File: config.mk
export PLATFORM = sky130hd
export DESIGN_NAME = sacl_way_sel
export DESIGN_NICKNAME = d
export VERILOG_FILES = /design/src/design/sacl_pkg.sv /design/src/design/sacl_way_sel.sv
export SDC_FILE = /design/constraint.sdc
export NUM_CORES = 1
export LEC_CHECK = 0
export BUFFER_PORTS_ARGS = -buffer_cell sky130_fd_sc_hd__clkbuf_2
export CAP_MARGIN = 20
export CORE_ASPECT_RATIO = 0.75
export CORE_MARGIN = 5
export CORE_UTILIZATION = 41
export DETAILED_ROUTE_END_ITERATION = 12
export GPL_ROUTABILITY_DRIVEN = 1
export GPL_TIMING_DRIVEN = 0
export PLACE_DENSITY = 0.91
export SYNTH_ARGS = -nofsm -noshare
export SYNTH_HDL_FRONTEND = slang
export SYNTH_SLANG_ARGS = --single-unit
File: constraint.sdc
create_clock -name vclk -period 8.11
set_clock_uncertainty 0.1 [all_clocks]
set_input_delay 0.811 -clock vclk [all_inputs]
set_output_delay 0.811 -clock vclk [all_outputs]
set_load 0.01 [all_outputs]
File: src/design/sacl_pkg.sv
// Shared constants for the set-associative cache tag and LRU store.
package sacl_pkg;

  localparam int unsigned AddrW         = 32;
  localparam int unsigned DefWays       = 4;
  localparam int unsigned DefSets       = 64;
  localparam int unsigned DefLineBytes  = 32;

endpackage

File: src/design/sacl_way_sel.sv
// Hit detection, victim choice and recency update for one set row.
module sacl_way_sel import sacl_pkg::*; #(
  parameter int unsigned WAYS  = DefWays,
  parameter int unsigned TAG_W = 21,
  localparam int unsigned WayW = $clog2(WAYS)
) (
  input  logic [WAYS-1:0]             valid_i,
  input  logic [WAYS-1:0][WayW-1:0]   rank_i,
  input  logic [WAYS-1:0][TAG_W-1:0]  tags_i,
  input  logic [TAG_W-1:0]            tag_i,
  output logic                        hit_o,
  output logic [WayW-1:0]             way_o,
  output logic [WAYS-1:0]             valid_o,
  output logic [WAYS-1:0][WayW-1:0]   rank_o,
  output logic [WAYS-1:0][TAG_W-1:0]  tags_o
);

  logic [WAYS-1:0] match;
  logic [WayW-1:0] hit_way;
  logic [WayW-1:0] inv_way;
  logic            any_inv;
  logic [WayW-1:0] lru_way;
  logic [WayW-1:0] best_rank;
  logic [WayW-1:0] old_rank;

  always_comb begin
    match   = '0;
    hit_way = '0;
    inv_way = '0;
    for (int w = 0; w < WAYS; w++) begin
      match[w] = valid_i[w] && (tags_i[w] == tag_i);
    end
    // lowest index wins
    for (int w = WAYS - 1; w >= 0; w--) begin
      if (match[w]) hit_way = WayW'(w);
      if (!valid_i[w]) inv_way = WayW'(w);
    end
    any_inv = ~&valid_i;

    // least recent way, lowest index on ties
    best_rank = rank_i[0];
    lru_way   = '0;
    for (int w = 1; w < WAYS; w++) begin
      if (rank_i[w] < best_rank) begin
        best_rank = rank_i[w];
        lru_way   = WayW'(w);
      end
    end

    hit_o = |match;
    if (hit_o) begin
      way_o = hit_way;
    end else if (any_inv) begin
      way_o = inv_way;
    end else begin
      way_o = lru_way;
    end

    valid_o = valid_i;
    tags_o  = tags_i;
    if (!hit_o) begin
      valid_o[way_o] = 1'b1;
      tags_o[way_o]  = tag_i;
    end

    old_rank = rank_i[way_o];
    for (int w = 0; w < WAYS; w++) begin
      rank_o[w] = (rank_i[w] > old_rank) ? rank_i[w] - WayW'(1) : rank_i[w];
    end
    rank_o[way_o] = WayW'(WAYS - 1);
  end

endmodule

### Word-level counts from Yosys, hierarchy flattened

Index checks and enable logic that the tools add are counted.

| cells by class | value |
|---|---|
| mux-type cells | 30 |
| bitwise operators | 2 |
| reduce and logical (&&, ||, !) cells | 7 |
| equality and inequality tests | 4 |
| $lt $le $gt $ge | 9 |
| $add $sub $neg | 4 |

Operators by type and width:

| cell | count |
|---|---|
| 84-bit bitwise mux | 1 |
| 21-bit equality test | 4 |
| 84-bit 2-to-1 mux | 1 |
| 21-bit demux with 2-bit select | 1 |
| 2-bit 2-to-1 mux | 20 |
| 21-bit 2-to-1 mux | 1 |
| 2-bit > comparator | 4 |
| 8-bit OR | 1 |
| 2-bit by 1-bit subtractor with 2-bit output (second input constant) | 4 |
| 2-bit less-than comparator | 3 |
| 1-bit logical AND | 5 |
| 2-bit binary-select mux with 2-bit select | 1 |
| 2-bit demux with 2-bit select | 1 |
| 4-bit 2-to-1 mux | 1 |
| 4-bit OR | 1 |
| 4-bit AND reduction | 1 |
| 4-bit OR reduction | 1 |
| 2-bit by 3-bit less-than comparator with 1-bit output (second input constant) | 1 |
| 1-bit demux with 2-bit select | 1 |
| 2-bit by 1-bit greater-or-equal comparator with 1-bit output (second input constant) | 1 |
| 1-bit 2-to-1 mux | 2 |

| word-level totals | value |
|---|---|
| bits of input ports | 117 |
| flip-flop bits (word level) | 0 |

### Logic depth before layout (Yosys ltp)

Gate-level depths: netlist (run 1).

| logic depth | value |
|---|---|
| word-level depth | 14 |
| mapped depth | 17 |
| mapped depth without buffers | 17 |

### Least setup slack after synthesis (run 1)

No wires, ideal clock.

| timing | value |
|---|---|
| path kind | input to output |
| start point | input port rank_i[1] (netlist name) |
| end point | output port rank_o[7] (netlist name) |
| cell stages on the path | 15 |
| data arrival time | 4018 ps |
| path buffers | 0 |
| path slack | 3181 ps |
| path through | inv_1 ha_1 o21ba_1 or3_1 o2111a_1 a311oi_2 a21o_1 a21boi_0 o221ai_1 ha_1 nor2b_1 o21ai_0 nor2_1 xor2_1 a31o_2 |

RTL lines:

| what | line | source |
|---|---|---|
| start: declaration | sacl_way_sel.sv:8 | `input logic [WAYS-1:0][WayW-1:0] rank_i,` |
| end: declaration | sacl_way_sel.sv:14 | `output logic [WAYS-1:0][WayW-1:0] rank_o,` |

==> flow_metrics.env, run 1 <==
export IMPL_grt_max_degree=11
export IMPL_fp_dieW_um=108.8
export IMPL_cp_end_kind="primary output"
export IMPL_grt_total_usage=0.2800
export IMPL_slew_violations=0
export IMPL_setup_violations=0
export IMPL_synth_avg_cell_area_sq_um=8.175
export IMPL_yosysTopAreaCellShare=0.2189
export IMPL_fin_crit_ps=5777
export IMPL_dpl_instance_area_sq_um=4098
export IMPL_die_h_um=84.09
export IMPL_antenna_found_initial=0
export IMPL_sw_frac_of_total=0.5477
export IMPL_critical_path_class="primary input to primary output"
export IMPL_post_cts_resized=0
export IMPL_clockPowerShare=0
export IMPL_max_slew_margin=0.4297
export IMPL_grt_pass1_vias=3905
export IMPL_finalInstanceArea_sq_um=4098
export IMPL_port_buffers=194
export IMPL_max_cap_viol_count=0
export IMPL_final_setup_tns_ps=0
export IMPL_p_per_area_nw_per_um2=82.21
export IMPL_hold_class="primary input to primary output"
export IMPL_synth_cells=367
export IMPL_fillers=708
export IMPL_path_common_cell="xor2_1"
export IMPL_ys_top_cells_by_count="xnor2_1 (75), mux2_2 (58), nand4_1 (37)"
export IMPL_layout_nets=693
export IMPL_syn_num_nets=497
export IMPL_drtPass1Iterations=5
export IMPL_flops_and_latches=0
export IMPL_drc_errors=0
export IMPL_yosysUniqueCellTypes=45
export IMPL_seq_area_sq_um=0
export IMPL_ir_drop_uv=50.80
export IMPL_viasPerCell=5.746
export IMPL_pwr_share_comb=1.000
export IMPL_yosysMostFrequentCell="xnor2_1"
export IMPL_hpwl_um=11590
export IMPL_cp_slowest_cell="nor4_1"
export IMPL_hold_violations=0
export IMPL_area_growth_pct=36.57
export IMPL_final_util=0.5668
export IMPL_grt_remaining_overflow=0
export IMPL_yosysSeqAreaShare=0
export IMPL_critPathBufInv=2
export IMPL_cp_arrival_ps=4870
export IMPL_drt_iter0_drc=268
export IMPL_yosysWarnings=0
export IMPL_synth_area_leader_cell="xnor2_1"
export IMPL_whs_ps=1856
export IMPL_io_pins=216
export IMPL_grt_first_pass_wirelength_um=20400
export IMPL_antenna_cells=0
export IMPL_drive_above_1_share=0.5241
export IMPL_coreArea_sq_um=7229
export IMPL_detail_route_antenna_nets=0
export IMPL_required_ps=7200
export IMPL_startpoint_type="primary input"
export IMPL_synth_area_sq_um=3000
export IMPL_finalCritPeriodShare=0.7124
export IMPL_routedWlPerCell_um=20.25
export IMPL_p_sw_uw=184.5
export IMPL_rsz0062_at_grt="false"
export IMPL_power_internal_uw=152.4
export IMPL_seqPwrFrac=0
export IMPL_rows=27
export IMPL_post_cts_buffers=0
export IMPL_n_clock_buffer=0
export IMPL_die_area_sq_um=9147
export IMPL_multi_input_area_sq_um=2793
export IMPL_hold_path_startpoint="tags_i[49]"
export IMPL_worst_path_max_fanout=8
export IMPL_initial_core_util=0.4150
export IMPL_startpoint="tag_i[19]"
export IMPL_cts_hold_buf=0
export IMPL_power_total_uw=336.9
export IMPL_status="complete, no violations"
export IMPL_max_freq_ghz=0.1731
export IMPL_p_leak_nw=1.884
export IMPL_crit_family="simple AND/OR/NAND/NOR gates"
export IMPL_synth_area_leaders="xnor2_1 (22%), mux2_2 (22%), mux2_1 (9.8%)"
export IMPL_worst_pin_slew_ps=847.6
export IMPL_place_gp_congestion=0.9699
export IMPL_routed_wl_um=13410
export IMPL_worstPathCellList="buf_2 -> xor2_1 -> nor4_1 -> nand4_1 -> nor4_2 -> nor3_1 -> a31oi_1 -> o221ai_1 -> ha_1 -> nor2b_1 -> o21ai_0 -> nor2_1 -> xor2_1 -> a31o_2 -> clkbuf_2"
export IMPL_critPathMaxStageDelay_ps=750
export IMPL_num_vias=3804
[final cells by class]
cell class,count,share of cell area
plain buffers,30,0.04061
inverters,11,0.01008
repair buffers,194,0.2369
multi-input cells,326,0.6815
well taps,101,0.03084
[through the flow]
stage / worst slack (ps) / std cells
floorplan: 3181 / 367
global placement: 2496 / 662
detailed placement: 2472 / 662
CTS: 2448 / 662
global route: 2143 / 662
finish: 2333 / 662
[power groups by stage]
stage	registers, mW	logic, mW	clock network [mW]
after detailed placement	0	0.332	0
after global placement	0	0.326	0
final	0	0.337	0
after CTS	0	0.334	0
after global routing	0	0.363	0
after floorplan	0	0.205	0
[worst paths after layout]
check	end	slack [ps]	depth (start not counted)
max	rank_o[7]	2330	15
min	tags_o[49]	1860	3
[kinds of logic after synthesis]
family / synth area share
adders and majority gates: 0.05421
buffers and inverters: 0.06922
and+or+nand+nor: 0.2194
xor gates and xnor gates: 0.2656
AOI/OAI and AO/OA: 0.07632
muxes: 0.3153
[worst min-delay path: stages]
cell and delay (ps):
clkbuf_2 90, mux2_1 120, clkbuf_2 120
[placed cells by master (no fill, tap or decap), types with 5 or more instances in the layout]
cell	n
buf_2	25
ha_1	13
nand2_1	15
mux2_1	26
nor2_1	10
inv_1	11
clkbuf_2	194
mux2_2	58
nor2b_1	5
nand4_1	37
xor2_1	16
xnor2_1	75
o21ai_0	8
or2_2	5
nor4_1	11
[per-layer routing]
layer | track usage | share of wire
met1 | 0.3668 | 0.42
met2 | 0.4666 | 0.46
met3 | 0.02784 | 0.082
met4 | 0.1089 | 0.042
met5 | 0 | 0
(Power assumes the default switching activity.)
==> run 2: changes to the inputs <==
Settings changed: CORE_UTILIZATION 41 to 39, PLACE_DENSITY 0.91 to 0.9.
Clock period 8.11 ns to 4.7 ns, I/O delays scaled along.
==> flow_metrics.env, run 2 (same netlist as run 1, synthesis figures left out) <==
export IMPL_hold_class="primary input to primary output"
export IMPL_critical_path_class="primary input to primary output"
export IMPL_finalCritPeriodShare=0.9989
export IMPL_clockPowerShare=0
export IMPL_worst_pin_slew_ps=739.9
export IMPL_place_gp_congestion=0.9545
export IMPL_startpoint_type="primary input"
export IMPL_grt_remaining_overflow=0
export IMPL_worst_path_max_fanout=8
export IMPL_area_growth_pct=42.20
export IMPL_pwr_share_comb=1.000
export IMPL_routed_wl_um=14310
export IMPL_grt_first_pass_wirelength_um=21350
export IMPL_critPathMaxStageDelay_ps=680
export IMPL_p_per_area_nw_per_um2=144.8
export IMPL_fin_ws_ps=5.165
export IMPL_die_h_um=85.96
export IMPL_status="complete, no violations"
export IMPL_max_cap_viol_count=0
export IMPL_layout_commonest_cell="clkbuf_2"
export IMPL_routedWlPerCell_um=21.32
export IMPL_slew_violations=0
export IMPL_path_common_cell="nand4_1"
export IMPL_setup_violations=0
export IMPL_initial_core_util=0.4037
export IMPL_fp_dieW_um=111.3
export IMPL_power_internal_uw=282.1
export IMPL_port_buffers=194
export IMPL_grt_total_usage=0.2763
export IMPL_hpwl_um=12080
export IMPL_n_clock_buffer=0
export IMPL_max_slew_margin=0.5022
export IMPL_hold_violations=0
export IMPL_io_pins=216
export IMPL_rows=27
export IMPL_p_leak_nw=1.950
export IMPL_final_util=0.5741
export IMPL_viasPerCell=5.729
export IMPL_cp_slowest_cell="nor4_1"
export IMPL_final_cell_mix="clkbuf_2 (193), xnor2_1 (75), mux2_2 (58)"
export IMPL_flops_and_latches=0
export IMPL_fin_crit_ps=4695
export IMPL_cp_end_kind="primary output"
export IMPL_max_freq_ghz=0.2130
export IMPL_layout_nets=702
export IMPL_drc_errors=0
export IMPL_antenna_found_initial=0
export IMPL_drt_iter0_drc=298
export IMPL_coreArea_sq_um=7432
export IMPL_sw_frac_of_total=0.5434
export IMPL_worstPathCellList="buf_2 -> xnor2_1 -> nand4_1 -> nor4_1 -> nand4_1 -> a21o_1 -> a21boi_0 -> o221ai_2 -> ha_1 -> nor2b_1 -> o21ai_2 -> nor2_1 -> xor2_1 -> a31o_2 -> clkbuf_2"
export IMPL_drtPass1Iterations=5
export IMPL_fillers=716
export IMPL_seq_area_sq_um=0
export IMPL_die_area_sq_um=9566
export IMPL_antenna_cells=0
export IMPL_grt_pass1_vias=3755
export IMPL_num_vias=3844
export IMPL_cp_arrival_ps=4120
export IMPL_cts_hold_buf=0
export IMPL_ir_drop_uv=85.27
export IMPL_p_sw_uw=335.8
export IMPL_required_ps=4130
export IMPL_grt_max_degree=11
export IMPL_seqPwrFrac=0
export IMPL_drive_above_1_share=0.5544
export IMPL_pre_cts_ws_ps=-326.5
export IMPL_detail_route_antenna_nets=0
[run 2: power by group through the flow]
| stage | registers, mW | clock network [mW] | logic (mW) |
|---|---|---|---|
| finish | 0 | 0 | 0.618 |
| global route | 0 | 0 | 0.662 |
| floorplan | 0 | 0 | 0.353 |
| CTS | 0 | 0 | 0.593 |
| global placement | 0 | 0 | 0.569 |
| detailed placement | 0 | 0 | 0.579 |
[run 2: path summary, 6_finish.rpt]
check	from	endpoint	slack (ps)	depth (start not counted)
worst max-delay path	tag_i[0]	rank_o[7]	5	15
worst min-delay path	tags_i[47]	tags_o[47]	1170	3
[run 2: layer usage]
layer  part of all wire  vias to the layer above  track usage
met3              0.082                       34      0.04231
met5                  0                        -            0
met2               0.47                      247       0.4773
met1               0.43                     1811       0.3785
li1                   -                     1752            -
met4              0.012                        0      0.02431
[run 2: layout make-up]
class	instances	area (sq um)	area share
inverters	11	41.29	0.009677
repair buffers	203	1041	0.2440
well taps	101	126.4	0.02962
multi-input cells	326	2892	0.6777
plain buffers	30	166.4	0.03900
[run 2: what timing repair did]
action / in CTS / in global routing
resized for setup: 6 / 19
buffers inserted: 3 / 6
pin swaps: 2 / 6
setup endpoints to repair: 8 / 7
[run 2: stage by stage]
stage	TNS [ps]	power (mW)	hold slack [ps]	instances	area (sq um)
2_1_floorplan	0	0.3534	946.5	367	3000
6_report	0	0.6179	1167	671	4267
4_1_cts	0	0.5930	1173	665	4151
3_3_place_gp	-808.8	0.5686	1168	662	4098
5_1_grt	-3.110	0.6622	1188	671	4267
3_5_place_dp	-1193	0.5790	1172	662	4098
[run 2: critical path, delay by kind of cell]
kind            cells  cell delay (ps)
buf+inv             2              300
fa+ha+maj           1              310
compound gates      5             1090
simple gates        5             1400
xor+xnor            2              540
